$ cat config.mk
export PLATFORM = sky130hd
export DESIGN_NAME = bem_log2
export DESIGN_NICKNAME = d
export VERILOG_FILES = /design/src/bem_pkg.sv /design/src/bem_log2.sv
export SDC_FILE = /design/constraint.sdc
export NUM_CORES = 2
export LEC_CHECK = 0
export ABC_CLOCK_PERIOD_IN_PS = 18140
export BUFFER_PORTS_ARGS = -buffer_cell sky130_fd_sc_hd__buf_2
export CELL_PAD_IN_SITES_DETAIL_PLACEMENT = 1
export CELL_PAD_IN_SITES_GLOBAL_PLACEMENT = 1
export CORE_UTILIZATION = 55
export CTS_CLUSTER_DIAMETER = 60
export DETAILED_ROUTE_END_ITERATION = 8
export GPL_ROUTABILITY_DRIVEN = 0
export GPL_TIMING_DRIVEN = 0
export PLACE_DENSITY_LB_ADDON = 0.1
export SLEW_MARGIN = 20
export SYNTH_ARGS = -nofsm -noshare
export SYNTH_HDL_FRONTEND = slang
export SYNTH_SLANG_ARGS = --single-unit
$ cat constraint.sdc
create_clock -name clock -period 18.14 [get_ports clock]
set_input_delay 4.535 -clock clock [delete_from_list [all_inputs] [get_ports clock]]
set_output_delay 4.535 -clock clock [all_outputs]
set_load 0.01 [all_outputs]
$ cat src/bem_pkg.sv
// shared types and constants for the byte entropy meter
// no dependencies; imported by every module of the block
`default_nettype none
package bem_pkg;

   localparam int COUNT_BITS = 27;
   localparam int FRAC_BITS  = 16;
   localparam int BIN_COUNT  = 256;
   localparam int BIN_BITS   = 8;
   localparam int MANT_W     = 32;
   localparam int IP_BITS    = 5;
   localparam int LOG_W      = IP_BITS + FRAC_BITS;
   localparam int SUM_W      = COUNT_BITS + LOG_W;
   localparam int ENT_W      = 20;
   localparam int ITER_BITS  = $clog2(FRAC_BITS);
   localparam int DIV_BITS   = $clog2(SUM_W);
   localparam logic [COUNT_BITS-1:0] COUNT_BOUND = COUNT_BITS'(1) << (COUNT_BITS - 1);
   localparam logic [SUM_W-1:0] ENT_MAX = SUM_W'(8) << FRAC_BITS;

   typedef struct packed {
      logic [BIN_BITS-1:0] byte_value;
      logic                has_byte;
      logic                is_last;
   } bem_req_type;

   typedef struct packed {
      logic [ENT_W-1:0]      entropy_q16;
      logic [COUNT_BITS-1:0] byte_count;
      logic                  overflow;
   } bem_rsp_type;

endpackage
`default_nettype wire

$ cat src/bem_log2.sv
// fixed-point log2 unit: shift normalization, then one squaring per cycle
// depends on bem_pkg
`default_nettype none
module bem_log2 (
   input  wire logic                          clock,
   input  wire logic                          reset,
   input  wire logic                          start,
   input  wire logic [bem_pkg::COUNT_BITS-1:0] x,
   output logic                               done,
   output logic [bem_pkg::LOG_W-1:0]          result
);
   import bem_pkg::*;

   typedef enum logic [1:0] {LG_IDLE, LG_NORM, LG_SQ} lg_state_type;

   lg_state_type            state_ff;
   logic [MANT_W-1:0]       m_ff;
   logic [IP_BITS-1:0]      ip_ff;
   logic [FRAC_BITS-1:0]    frac_ff;
   logic [ITER_BITS-1:0]    iter_ff;
   logic                    done_ff;
   logic [2*MANT_W-1:0]     sq;

   // square of the mantissa, renormalized by its top bit in LG_SQ
   assign sq = {MANT_W'(0), m_ff} * {MANT_W'(0), m_ff};

   always_ff @(posedge clock) begin
      if (reset) begin
         state_ff <= LG_IDLE;
         done_ff  <= 1'b0;
      end else begin
         done_ff <= 1'b0;
         unique case (state_ff)
            LG_IDLE: begin
               if (start) begin
                  m_ff     <= MANT_W'(x);
                  ip_ff    <= IP_BITS'(MANT_W - 1);
                  frac_ff  <= '0;
                  state_ff <= LG_NORM;
               end
            end
            LG_NORM: begin
               // shift until the leading one sits at the top
               if (m_ff[MANT_W-1]) begin
                  iter_ff  <= '0;
                  state_ff <= LG_SQ;
               end else begin
                  m_ff  <= m_ff << 1;
                  ip_ff <= ip_ff - IP_BITS'(1);
               end
            end
            LG_SQ: begin
               m_ff    <= sq[2*MANT_W-1] ? sq[2*MANT_W-1:MANT_W] : sq[2*MANT_W-2:MANT_W-1];
               frac_ff <= {frac_ff[FRAC_BITS-2:0], sq[2*MANT_W-1]};
               iter_ff <= iter_ff + ITER_BITS'(1);
               if (iter_ff == ITER_BITS'(FRAC_BITS - 1)) begin
                  done_ff  <= 1'b1;
                  state_ff <= LG_IDLE;
               end
            end
            default: state_ff <= LG_IDLE;
         endcase
      end
   end

   assign done   = done_ff;
   assign result = {ip_ff, frac_ff};

endmodule
`default_nettype wire

Yosys cells after proc, flatten, opt, wreduce, memory -nomap -nowiden
Index checks and enable logic that the tools add are counted.
- bits in registers: 60
- bits in latches: 0
- RAM bits: 0
- memory bits (read-only): 0
- logic and storage cells: 47
- memories kept: 0
- add/subtract/negate cells: 2
- $mul: 1
- div/mod/pow operators: 0
- magnitude comparators: 0
- equality and inequality tests: 7
- shifts and indexed selects: 0
- muxes and demuxes: 16
- bitwise operators: 2
- reductions and logical operators: 12
- operators with widths (cell ; count):
    $mux W32 ; 3
    $pmux W32 S3 ; 1
    $mul A32 B32 Y64 ; 1
    $pmux W16 S2 ; 1
    $mux W16 ; 1
    $reduce_and A3 Y1 ; 4
    $mux W5 ; 2
    $pmux W5 S2 ; 1
    $ne A2 B2 Y1 const B ; 4
    $pmux W4 S2 ; 1
    $reduce_and A4 Y1 ; 2
    $mux W2 ; 3
    $pmux W2 S3 ; 1
    $reduce_bool A2 Y1 ; 3
    $sub A5 B1 Y5 const B ; 1
    $add A4 B1 Y4 const B ; 1
    $eq A4 B4 Y1 const B ; 1
    $mux W4 ; 1
    $reduce_bool A3 Y1 ; 1
    $eq A2 B1 Y1 const B ; 1
    $eq A2 B2 Y1 const B ; 1
    $logic_not A2 Y1 ; 1
    $not A1 Y1 ; 2
    $reduce_or A2 Y1 ; 1
    $mux W1 ; 1

Depth between registers and ports, before layout
- word-level depth: 3
- mapped depth: 31
- gate-level depth less buffers: 27

Worst setup path after synthesis
No wires, ideal clock.
- path kind: reg-to-reg
- from: register m_ff[14]
- to: register m_ff[16], data pin
- arrival: 7.714 ns
- required time: 17.879 ns
- setup slack: 10.165 ns
- stages on the path, launching flop included: 28
- buffers on the path: 3
- cells stage by stage: edfxtp_1 -> clkbuf_1 -> clkbuf_1 -> nand2_1 -> fa_1 -> inv_1 -> fa_1 -> inv_1 -> fa_1 -> fa_1 -> inv_1 -> fa_1 -> inv_1 -> fa_1 -> inv_1 -> fa_1 -> fa_1 -> ha_1 -> a21oi_1 -> o21ai_0 -> a211oi_1 -> a211oi_2 -> nor3_2 -> o41ai_4 -> xnor2_1 -> clkbuf_1 -> o21ai_1 -> a221o_1
- longest elaborated chain between the ends: 3
- ends and longest elaborated chain (element ; line ; text):
    start, declared ; bem_log2.sv:17 ; logic [MANT_W-1:0] m_ff;
    start signal, assigned ; bem_log2.sv:36 ; m_ff <= MANT_W'(x);
    start signal, assigned ; bem_log2.sv:48 ; m_ff <= m_ff << 1;
    start signal, assigned ; bem_log2.sv:53 ; m_ff <= sq[2*MANT_W-1] ? sq[2*MANT_W-1:MANT_W] : sq[2*MANT_W-2:MANT_W-1];
    $mul A32 B32 Y64 ; bem_log2.sv:25 ; assign sq = {MANT_W'(0), m_ff} * {MANT_W'(0), m_ff};
    $mux W32 ; bem_log2.sv:53 ;
    $pmux W32 S3 ; bem_log2.sv:33 ; unique case (state_ff)
No other way between the ends.
A chain may end at the register's enable or synchronous reset.

Worst setup path after layout
- from: register m_ff[5]
- to: register m_ff[19], data pin
Same word-level chain as after synthesis.

==> results by group <==
Clocking
  – CTS tree: done
  – CTS resizes: 0
  – Worst-path clk slew: around 50 ps
  – Clock buffer depth: 2
  – CTS root buf: clkbuf_16
  – CTS Hold Bufs: 0
  – Setup bufs post-CTS: 0
  – Clock latency at the later pin of the worst-skew pair: 340 ps
  – Clock sinks: 60
  – H-tree Lvls: 3
  – TritonCTS buffer count: 9

GRT
  – Total GRT Usage: 0.424
  – First-pass GRT wire length: around 180000 um
  – GRT Residual Overflow: 0
  – Initial antenna violation count: 12
  – Vias in the first global route: between 20000 and 30000
  – Largest net degree at the start of global routing: 24

Setup path
  – CP Data Arrival Time: about 11000 ps
  – Top Family by Delay on Critical Path: adder cells
  – R2R Setup Slk: 6890 ps
  – Reg-to-reg endpoint: m_ff[19]$_DFFE_PP_
  – Critical Path End Type: register
  – CP max stage cell: clkbuf_1
  – Launching point of the worst reg2reg path: m_ff[5]$_DFFE_PP_
  – Worst setup path endpoint: m_ff[19]$_DFFE_PP_
  – CP Buf/Inv Count: 8
  – CP Launch Point: m_ff[5]$_DFFE_PP_
  – Crit path max fanout: 10
  – CP most frequent cell: fa_1
  – Worst R2R Path Depth: 27
  – Critical path depth: 27
  – Critical Path Start Type: register
  – CP required: 18210 ps
  – CP max stage delay: 930 ps
  – Setup CP Type: reg -> reg

Yosys
  – Post-synth EDFFs: 57
  – Primary FF master, synth: edfxtp_1
  – Ys async rst share: 0
  – Synthesized instance count: 3434
  – Post-synthesis sequential area ratio: 0.0548
  – Cell area after synthesis: 32300 um^2
  – Avg Cell Area, Syn: 9.41 um^2
  – Synth cell types: 72
  – Syn_nets: 4560
  – Synth Warn #: 0
  – Yosys reg bits: 60

STA
  – Unrepaired setup endpoints after global routing: no
  – Final setup viols: 0
  – Worst-margin pin slew: 1300 ps
  – Final Cycle Share: 0.620
  – Fin. Hold Viols: 0
  – Headroom to the max-slew limit: 0.135
  – Max-slew violation count: 0
  – Final Skew: 7.04 ps
  – Final min period: 11250 ps
  – Fmax: 88.9 MHz
  – Setup TNS: 0 ps

Floorplanning
  – Row count: 88
  – Die area: 59700 um^2
  – Initial Util: 0.558
  – Core area: 57900 um^2
  – IO Pins: 52
  – Die X: 244 um
  – Die span in y: 244 um

Drt
  – Pre-Repair DR Iteration Count: 6
  – Wire per inst: 28.2 um
  – Total Wirelength: 121000 um
  – 1st-iter DRT viols: 1887
  – Vias per cell: slightly below 6
  – ANT nets after route: 0
  – DRC: 0
  – Vias: 25194

Finish
  – Share of layout cells above drive strength 1: 0.0362
  – Area added between synthesis and finish: 5.07%
  – Fin area: between 30000 and 40000 um^2
  – Nets: ~4600
  – Fillcell total: 6689

Placed design
  – Buffers on Ports: 51
  – Placed cell areas: ~34000 um^2
  – HPWL Detailed: 99700 um

Worst hold path
  – Hold Path Stages: 2
  – Worst min path class: reg -> reg

Run
  – Max_cap viols: 0

Outcome
  – Status: finished clean
routing by layer:
layer | track usage | routed length, um
met4 | 0.317 | 11200
met1 | 0.482 | 40800
met3 | 0.114 | 11800
met2 | 0.686 | 56600
met5 | 0 | 80
synth_stat cells (all sizes together) (3+ instances only):
cell	number	area [um^2]
o21bai	16	120
a211oi	12	95.1
nand2b	7	43.8
a31o	11	96.3
or2	5	31.3
o21ai	39	195
o211ai	6	45.0
fa	791	15800
a221oi	4	41.3
and3	17	106
xnor2	38	333
dfxtp	3	60.1
and2	251	1570
a2111oi	3	27.5
nor4	7	43.8
nor2b	13	81.3
a21o	37	278
mux2i	13	130
inv	984	3690
a31oi	14	93.8
nand3	6	30.0
a21boi	6	45.1
xor2	46	403
nor2	65	244
or3	5	31.3
nand2	327	1230
buf	8	40.0
a22oi	4	30.0
nand4	25	156
a221o	23	230
clkbuf	140	526
ha	305	3820
nor3	17	90.1
o31ai	8	65.1
edfxtp	57	1710
a21oi	85	425
o21a	5	37.5
cell type report:
class                   instances  area (um^2)  share of cell area
clock buffers                   9          225             0.00663
plain buffers                 148          599              0.0176
inverters                     985         3700               0.109
clock inverters                 6         80.1             0.00236
repair buffers                 56          324             0.00954
multi-input cells            2241        26300               0.774
diodes                          2         5.00            0.000147
well taps                     765          957              0.0282
flip-flops and latches         60         1770              0.0522
tightest hold or removal path, stage by stage, from the launching register on:
cell and delay, ps:
dfxtp_1 340, a21oi_1 120, nor3_1 50
through the flow:
stage          hold WS, ps  cells   util  setup WS, ps
2_1_floorplan          514   3434      -         10170
3_3_place_gp           530   4250  0.579          7200
3_5_place_dp           548   4253  0.580          7330
4_1_cts                557   4268  0.586          7260
5_1_grt                580   4271  0.586          6840
6_report               558   4272  0.586          6890
logic make-up (layout without fill, tap and decap cells):
logic type | after synthesis | count (layout) | share of synthesized area
muxes | 15 | 15 | 0.00472
other | 0 | 2 | 0
DFF | 60 | 60 | 0.0548
adders and majority gates | 1096 | 1096 | 0.608
AOI/OAI and AO/OA | 295 | 295 | 0.0632
xor gates and xnor gates | 84 | 84 | 0.0228
and+or+nand+nor | 751 | 751 | 0.115
buffers and inverters | 1133 | 1204 | 0.132
worst min path at each step:
stage                              startpoint                         to
finish               state_ff[0]$_SDFFE_PP0P_   state_ff[0]$_SDFFE_PP0P_
global route         frac_ff[9]$_SDFFCE_PN0P_  frac_ff[10]$_SDFFCE_PN0P_
global placement    frac_ff[14]$_SDFFCE_PN0P_  frac_ff[15]$_SDFFCE_PN0P_
detailed placement   state_ff[0]$_SDFFE_PP0P_   state_ff[0]$_SDFFE_PP0P_
floorplan            state_ff[1]$_SDFFE_PP0P_   state_ff[1]$_SDFFE_PP0P_
CTS                  state_ff[0]$_SDFFE_PP0P_   state_ff[0]$_SDFFE_PP0P_
flip-flops by register name, summed over array words and instances (netlist names):
name,count
state_ff,2
m_ff,32
done,1
ip_ff,5
frac_ff,16
iter_ff,4
placed cells by master (no fill, tap or decap), types with 23 or more instances in the layout:
| cell type | Yosys | layout |
|---|---|---|
| xor2_1 | 46 | 46 |
| edfxtp_1 | 57 | 57 |
| a21oi_1 | 85 | 85 |
| buf_2 | 5 | 56 |
| fa_1 | 791 | 791 |
| o21ai_0 | 34 | 34 |
| nand2_1 | 327 | 327 |
| a221o_1 | 23 | 23 |
| clkbuf_2 | 0 | 27 |
| nand4_1 | 25 | 25 |
| nor2_1 | 65 | 64 |
| a21o_1 | 37 | 37 |
| ha_1 | 305 | 305 |
| clkbuf_1 | 140 | 114 |
| and2_1 | 251 | 251 |
| inv_1 | 984 | 984 |
| xnor2_1 | 38 | 38 |
Power is not shown: default switching activity piles up to over one toggle a cycle in this logic, so the estimate is an artifact.
